`src/rtl/core/cmwc_lag4827_generator_assert.svh`:
```
`ifndef CMWC_LAG4827_GENERATOR_ASSERT_SVH
`define CMWC_LAG4827_GENERATOR_ASSERT_SVH

// same-cycle and next-cycle implication checks, clocked on clk, off during reset
`ifndef NO_ASSERTIONS
`define CMWC_ASSERT_NOW(lbl, ante, cons, msg) \
    lbl: assert property (@(posedge clk) disable iff (!rst_n) (ante) |-> (cons)) \
        else $error(msg);
`define CMWC_ASSERT_NEXT(lbl, ante, cons, msg) \
    lbl: assert property (@(posedge clk) disable iff (!rst_n) (ante) |=> (cons)) \
        else $error(msg);
`else
`define CMWC_ASSERT_NOW(lbl, ante, cons, msg)
`define CMWC_ASSERT_NEXT(lbl, ante, cons, msg)
`endif

`endif

```
`src/rtl/core/cmwc_pkg.sv`:
```
package cmwc_pkg;

    localparam int WORD_W = 32;

    localparam logic FUNC_SEED = 1'b0;
    localparam logic FUNC_DRAW = 1'b1;

    localparam logic [WORD_W-1:0] LCG_MUL    = 32'd69069;
    localparam logic [WORD_W-1:0] LCG_INC    = 32'd13579;
    localparam logic [WORD_W-1:0] CARRY_INIT = 32'd1271;

    localparam int XS_A        = 13;
    localparam int XS_B        = 17;
    localparam int XS_C        = 5;
    localparam int MWC_SHIFT   = 12;
    localparam int CARRY_SHIFT = 20;

    typedef struct packed {
        logic              func;
        logic [WORD_W-1:0] seed_lcg;
        logic [WORD_W-1:0] seed_xorshift;
    } cmd_t;

    typedef struct packed {
        logic [WORD_W-1:0] random_word;
    } rsp_t;

endpackage

```
`src/rtl/core/cmwc_step.sv`:
```
module cmwc_step (
    input  logic [cmwc_pkg::WORD_W-1:0] lcg,
    input  logic [cmwc_pkg::WORD_W-1:0] xsh,
    input  logic [cmwc_pkg::WORD_W-1:0] x,
    input  logic [cmwc_pkg::WORD_W-1:0] carry,
    output logic [cmwc_pkg::WORD_W-1:0] lcg_step,
    output logic [cmwc_pkg::WORD_W-1:0] xsh_step,
    output logic [cmwc_pkg::WORD_W-1:0] seed_word,
    output logic [cmwc_pkg::WORD_W-1:0] carry_step,
    output logic [cmwc_pkg::WORD_W-1:0] draw_word
);

    logic [cmwc_pkg::WORD_W-1:0] xs1;
    logic [cmwc_pkg::WORD_W-1:0] xs2;
    logic [cmwc_pkg::WORD_W-1:0] t;
    logic                        borrow;

    // seeding: lcg and xorshift advance together
    assign lcg_step  = lcg * cmwc_pkg::LCG_MUL + cmwc_pkg::LCG_INC;
    assign xs1       = xsh ^ (xsh << cmwc_pkg::XS_A);
    assign xs2       = xs1 ^ (xs1 >> cmwc_pkg::XS_B);
    assign xsh_step  = xs2 ^ (xs2 << cmwc_pkg::XS_C);
    assign seed_word = lcg_step + xsh_step;

    // draw: complementary multiply-with-carry by 4095
    assign t          = (x << cmwc_pkg::MWC_SHIFT) + carry;
    assign borrow     = (t < x);
    assign carry_step = (x >> cmwc_pkg::CARRY_SHIFT) - cmwc_pkg::WORD_W'(borrow);
    assign draw_word  = ~(t - x);

endmodule

```
`config.mk`:
```
export PLATFORM = sky130hd
export DESIGN_NAME = cmwc_step
export DESIGN_NICKNAME = d
export VERILOG_FILES = /design/src/rtl/core/cmwc_lag4827_generator_assert.svh /design/src/rtl/core/cmwc_pkg.sv /design/src/rtl/core/cmwc_step.sv
export SDC_FILE = /design/constraint.sdc
export NUM_CORES = 1
export LEC_CHECK = 0
export BUFFER_PORTS_ARGS = -buffer_cell sky130_fd_sc_hd__buf_2
export CAP_MARGIN = 20
export CORE_ASPECT_RATIO = 0.75
export CORE_MARGIN = 4
export CORE_UTILIZATION = 57
export DETAILED_ROUTE_END_ITERATION = 12
export PLACE_DENSITY = 0.91
export SETUP_SLACK_MARGIN = 0.5
export SLEW_MARGIN = 15
export SYNTH_ARGS = -nofsm -noshare
export SYNTH_HDL_FRONTEND = slang
export SYNTH_SLANG_ARGS = --single-unit
```
`constraint.sdc`:
```
create_clock -name vclk -period 11.2
set_input_delay 0.56 -clock vclk [all_inputs]
set_output_delay 0.56 -clock vclk [all_outputs]
set_load 0.02 [all_outputs]
```
# Yosys cells after proc, flatten, opt, wreduce, memory -nomap -nowiden
# Index checks and enable logic that the tools add are counted.
[word_totals] input_bits=128 word_cells=11 reg_bits=0 output_inout_bits=160
[classes] mul=1 magnitude_cmp=1 addsub=5 n_bitwise=4
[op_table] operator="adder 32 bit" count=2
[op_table] operator="bitwise XOR 32 bit" count=2
[op_table] operator="adder 32 x 14 -> 32 bit (second input constant)" count=1
[op_table] operator="less-than comparator 32 bit" count=1
[op_table] operator="multiplier 32 x 17 -> 32 bit (second input constant)" count=1
[op_table] operator="NOT 32 bit" count=1
[op_table] operator="subtractor 32 bit" count=1
[op_table] operator="bitwise XOR 32 x 15 -> 32 bit" count=1
[op_table] operator="subtractor 12 x 1 -> 13 bit" count=1

# Logic depth before layout (Yosys ltp)
# Gate-level depths: netlist of run 1.
[depth] word_depth=4 mapped_depth=34 ltp_nobuf=33

# Worst setup path before layout of run 1
# Ideal clock, no wire load.
[synth_timing] kind="input port to output port" start="input port lcg[7] in the netlist's numbering" end="output port seed_word[29] in the netlist's numbering" setup_slack_ps=2548 n_path_buf=1 path_stages=32 t_arrival_ps=8092 path_cell_list="inv_1 > fa_1 > fa_1 > inv_1 > fa_1 > inv_1 > fa_1 > inv_1 > fa_1 > inv_1 > fa_1 > inv_1 > ha_1 > buf_2 > a21oi_1 > o21ai_1 > a2111oi_4 > o21ai_2 > a41oi_1 > o21ai_0 > a21oi_1 > ha_1 > nand2_1 > nand2_1 > a21o_1 > a21o_1 > a41oi_1 > nor4b_1 > a211oi_1 > nor3_2 > or3_1 > xor2_1"
[synth_via] elab_chain_cells=3
[synth_rtl] item="start: declaration" line="cmwc_step.sv:2" text="input logic [cmwc_pkg::WORD_W-1:0] lcg,"
[synth_rtl] item="multiplier 32 x 17 -> 32 bit" line="cmwc_step.sv:19" text="assign lcg_step = lcg * cmwc_pkg::LCG_MUL + cmwc_pkg::LCG_INC;"
[synth_rtl] item="adder 32 x 14 -> 32 bit" line="cmwc_step.sv:19"
[synth_rtl] item="named net lcg_step (one bit)" line="cmwc_step.sv:6" text="output logic [cmwc_pkg::WORD_W-1:0] lcg_step,"
[synth_rtl] item="adder 32 bit" line="cmwc_step.sv:23" text="assign seed_word = lcg_step + xsh_step;"
[synth_rtl] item="end: declaration" line="cmwc_step.sv:8" text="output logic [cmwc_pkg::WORD_W-1:0] seed_word,"
# The timed path passes the listed nets, and every way through them passes these cells.

# Worst setup path in the final report of run 1
[layout_timing] start="input port lcg[5] in the netlist's numbering" end="output port seed_word[29] in the netlist's numbering"
[layout_via] elab_chain_cells=3
[layout_rtl] item="multiplier 32 x 17 -> 32 bit" line="cmwc_step.sv:19"
[layout_rtl] item="adder 32 x 14 -> 32 bit" line="cmwc_step.sv:19"
[layout_rtl] item="adder 32 bit" line="cmwc_step.sv:23"
# No other way between the ends.

==> results of run 1 <==
==> cells in the mapped netlist (3+ instances only) <==
cell type	instances	area, sq um
nor3_1	19	95.09
a41oi_1	3	26.28
nor2_1	59	221.5
o211ai_1	10	75.07
ha_1	246	3078
o21bai_1	23	172.7
o21ai_1	5	25.02
xnor2_1	145	1270
a31oi_1	8	50.05
xor2_1	52	455.4
nor2b_1	10	62.56
nor4_1	4	25.02
and3_1	8	50.05
clkbuf_1	7	26.28
fa_1	153	3063
o21a_1	19	142.6
buf_4	19	142.6
nand2b_1	13	81.33
o21ai_0	38	190.2
or3_1	6	37.54
and2_1	6	37.54
nand4_1	9	56.30
nand2_1	38	142.6
nand3_1	19	95.09
a21o_1	45	337.8
a21oi_1	83	415.4
inv_1	345	1295
a211oi_1	17	127.6
==> how the worst min path moves through the flow <==
stage / start / end / slack [ns] / depth (start not counted)
2_1_floorplan: x[22] / carry_step[2] / 1.25 / 1
3_3_place_gp: x[29] / carry_step[9] / 1.43 / 3
3_5_place_dp: x[29] / carry_step[9] / 1.43 / 3
4_1_cts: x[29] / carry_step[9] / 1.43 / 3
5_1_grt: x[29] / carry_step[9] / 1.44 / 3
6_report: x[29] / carry_step[9] / 1.43 / 3
==> cell type report <==
class,instances,share of cell area
inverters,345,0.09248
well taps,288,0.02573
repair buffers,288,0.1029
multi-input cells,1091,0.7789
==> metrics by stage <==
step                      instances  instance area (sq um)  setup WS, ns  hold slack, ns    util
after floorplan                1466                  12400         2.548           1.248       -
after global placement         2012                  14000         2.228           1.427  0.6591
after detailed placement       2012                  14000         1.993           1.430  0.6591
after CTS                      2012                  14000         1.958           1.431  0.6591
after global routing           2012                  14000         1.370           1.441  0.6594
final                          2012                  14000         1.846           1.432  0.6594
==> kinds of logic after synthesis <==
group,Yosys count
adder cells (fa/ha/maj),399
buffers and inverters,375
AO/OA/AOI/OAI,291
AND/OR/NAND/NOR,202
XOR/XNOR,199
==> metal layers <==
| layer | vias to the layer above | track usage | routed length (um) |
|---|---|---|---|
| met1 | 5487 | 0.3935 | 14920 |
| met2 | 613 | 0.5115 | 17250 |
| met3 | 87 | 0.04213 | 3187 |
| met4 | 0 | 0.07073 | 971 |
| met5 | - | 0 | 0 |
| li1 | 5309 | - | - |
==> qor.yml, run 1 <==
globalRouteTotalUtil: 0.2958
slew-limit-headroom: 0.4862
start_kind: "input port"
finalCriticalPeriod_ns: 9.354
tightestPinTransition_ns: 0.7655
cp_max_fo: 8
critPathSlowestCell: "fa_1"
grt_pass1_wl_um: 58390
layout-drive-gt1-share: 0.1792
drt_iter0_markers: 893
yosysUniqueCellTypes: 70
die-width_um: 178.3
multiInputGateArea_sq_mm: 0.01091
yosys_warnings: 0
required_ns: 10.64
vias: 11500
n_clock_buffer: 0
finalMaxSlewViolations: 0
drt_pass1_iterations: 5
area_growth_pct: 12.95
cp_num_cells: 34
antenna_cells: 0
fmax_ghz: 0.1069
cp.arrival_ns: 8.79
register_area_sq_um: 0
core_sq_mm: 0.02124
wire_per_inst_um: 18.05
fin_crit_sh: 0.8352
ctsHoldBuffers: 0
rsz0062_at_grt: "no"
grt_pass1_vias: 11760
postCtsSetupBuffers: 0
synth_compound_area_frac: 0.1613
antenna_found_initial: 0
gp_congestion: 0.9921
fp-row-count: 46
nFillCells: 1656
synth_top_family_by_area: "adder cells"
die_y_um: 135.7
endpoint: "seed_word[29]"
overflow: 0
critPathBufInv: 8
vias_per_cell: 5.714
cp-end-kind: "output pin"
cpPeakStageDelay_ns: 0.54
start_util: 0.5838
cp-startpoint: "lcg[5]"
synth_area_sq_mm: 0.01240
wirelength_um: 36320
layout_common_cells: "inv_1 (345), buf_2 (288), ha_1 (246)"
cap_violations: 0
synthMuxAreaShare: 0
synthXorXnorAreaFrac: 0.1425
synth_area_per_cell_sq_um: 8.457
die-area_sq_mm: 0.02420
critPathTopFamily: "adder cells"
hp-class: "input port to output pin"
layout_commonest_cell: "inv_1"
ioPinCount: 288
syn_inst: 1466
outcome: "complete, no violations"
dpl.hpwl_um: 32800
fin_tns_setup_ns: 0
yosysSeqAreaShare: 0
path_class: "input port to output pin"
drc: 0
ant_nets: 0
cts_resized: 0
synthAdderAreaFrac: 0.4953
synth_simple_gate_area_frac: 0.08023
synth_nets: 1993
finalHoldViolCount: 0
io_buffers: 288
finalSetupViolations: 0
nNetsFinal: 2253
seq_cell_count: 0
grt_max_degree: 21
Power of run 1 is not shown: default switching activity piles up to over one toggle a cycle in this logic, so the estimate is an artifact.
==> run 2: changes to the inputs <==
- CORE_UTILIZATION: 57 -> 52
- PLACE_DENSITY: 0.91 -> 0.88
- clock period: 11.2 -> 7.8 ns (I/O delays scaled with it)
==> run 2 against run 1 <==
Via count decreased by 0.67%. Cell count increased by 4.4%. Global-route usage decreased by 3.5 points. Hold slack got worse by 0.33 ns. Clock-buffer cell count unchanged. Sequential share of layout area unchanged. Highest routed layer unchanged. Critical path depth increased by 2. Worst setup slack got worse by 1.8 ns.
==> qor.yml, run 2 (synthesis gave the netlist of run 1 again) <==
outcome: "complete, no violations"  # unchanged
ant_nets: 0  # unchanged
nNetsFinal: 2330  # was 2253
n_clock_buffer: 0  # unchanged
dpl.hpwl_um: 32320  # was 32800 um
fp-row-count: 48  # was 46
place_area_sq_mm: 0.01458  # was 0.01400 sq mm
use_met3: 0.03178  # was 0.04213
rsz0062_at_grt: "yes"  # was no
overflow: 0  # unchanged
wire_per_inst_um: 17.16  # was 18.05 um
grt.met2_usage: 0.4480  # was 0.5115
post-place-cells: 2076  # was 2012
drc: 0  # unchanged
seq_cell_count: 0  # unchanged
io_buffers: 288  # unchanged
grt_pass1_wl_um: 56790  # was 58390 um
layout_commonest_cell: "inv_1"  # unchanged
cpPeakStageDelay_ns: 0.52  # was 0.54 ns
grt_pass1_vias: 11530  # was 11760
cp_max_fo: 7  # was 8
start_kind: "input port"  # unchanged
core_sq_mm: 0.02324  # was 0.02124 sq mm
die-width_um: 186.3  # was 178.3 um
vias_per_cell: 5.435  # was 5.714
instances_no_fill: 2101  # was 2012
start_util: 0.5334  # was 0.5838
finalInstanceArea_sq_mm: 0.01503  # was 0.01400 sq mm
gp_congestion: 0.9876  # was 0.9921
path_common_cell: "buf_4"
ioPinCount: 288  # unchanged
grt_max_degree: 21  # unchanged
die-area_sq_mm: 0.02640  # was 0.02420 sq mm
path_class: "input port to output pin"  # unchanged
die_y_um: 141.7  # was 135.7 um
slew-limit-headroom: 0.5119  # was 0.4862
layout-drive-gt1-share: 0.2476  # was 0.1792
required_ns: 7.41  # was 10.64 ns
fmax_ghz: 0.1282
cp-end-kind: "output pin"  # unchanged
fin_util: 0.6467  # was 0.6594
hp-class: "input port to output pin"  # unchanged
finalSetupViolations: 0  # unchanged
gr-usage-met1: 0.3740  # was 0.3935
area_growth_pct: 21.23  # was 12.95%
layout_common_cells: "inv_1 (337), buf_2 (276), ha_1 (239)"  # was inv_1 (345), buf_2 (288), ha_1 (246)
critPathSlowestCell: "fa_1"  # unchanged
drt_iter0_markers: 790  # was 893
cp.arrival_ns: 7.41  # was 8.79 ns
antenna_cells: 0  # unchanged
cap_violations: 0  # unchanged
fin_crit_sh: 1.000
tightestPinTransition_ns: 0.7269  # was 0.7655 ns
final.setup.worst_slack_ns: 0.0001141  # was 1.846 ns
finalMaxSlewViolations: 0  # unchanged
top_usage_layer: "met2"  # unchanged
wirelength_um: 36050  # was 36320 um
finalCriticalPeriod_ns: 7.800
vias: 11420  # was 11500
register_area_sq_um: 0  # unchanged
hold_depth: 3  # unchanged
drt_pass1_iterations: 6  # was 5
antenna_found_initial: 0  # unchanged
finalHoldViolCount: 0  # unchanged
globalRouteTotalUtil: 0.2611  # was 0.2958
dp_slack_ns: -0.1598  # was 1.993 ns
==> run 2: final timing paths <==
check / to / start
min: carry_step[9] / x[29]
max: seed_word[21] / lcg[7]
==> run 2: repair_timing <==
| action | CTS | global route |
|---|---|---|
| endpoints found under the setup margin | 7 | 14 |
| gates resized for setup | 27 | 43 |
| buffers inserted | 17 | 8 |
| hold buffers | 0 | 0 |
| pin swaps | 29 | 12 |
| hold endpoints to repair | 0 | 0 |
==> run 2: critical path: cells and delay by family <==
kind	cells	cell delay [ns]
fa+ha+maj	8	3.20
simple gates	4	0.74
xor+xnor	1	0.10
buf+inv	17	1.90
compound gates	6	1.07
==> run 2: through the flow <==
stage	hold WS, ns	TNS [ns]
after floorplan	0.9083	0
after global placement	1.102	-0.001195
after detailed placement	1.103	-0.4293
after CTS	1.104	0
after global routing	1.108	-1.684
final	1.100	0
==> run 2: area by class of cell <==
| class | count | area (sq um) |
|---|---|---|
| repair buffers | 365 | 2107 |
| inverters | 345 | 1303 |
| multi-input cells | 1091 | 11250 |
| well taps | 300 | 375.4 |
| fillers | 1938 | 8212 |
==> run 2: per-layer routing <==
layer,part of all wire,vias to the layer above
met1,0.44,5532
met3,0.080,18
met4,0.0036,0
met2,0.48,419
li1,-,5450
met5,0,-
Power of run 2 is left out for the same reason.
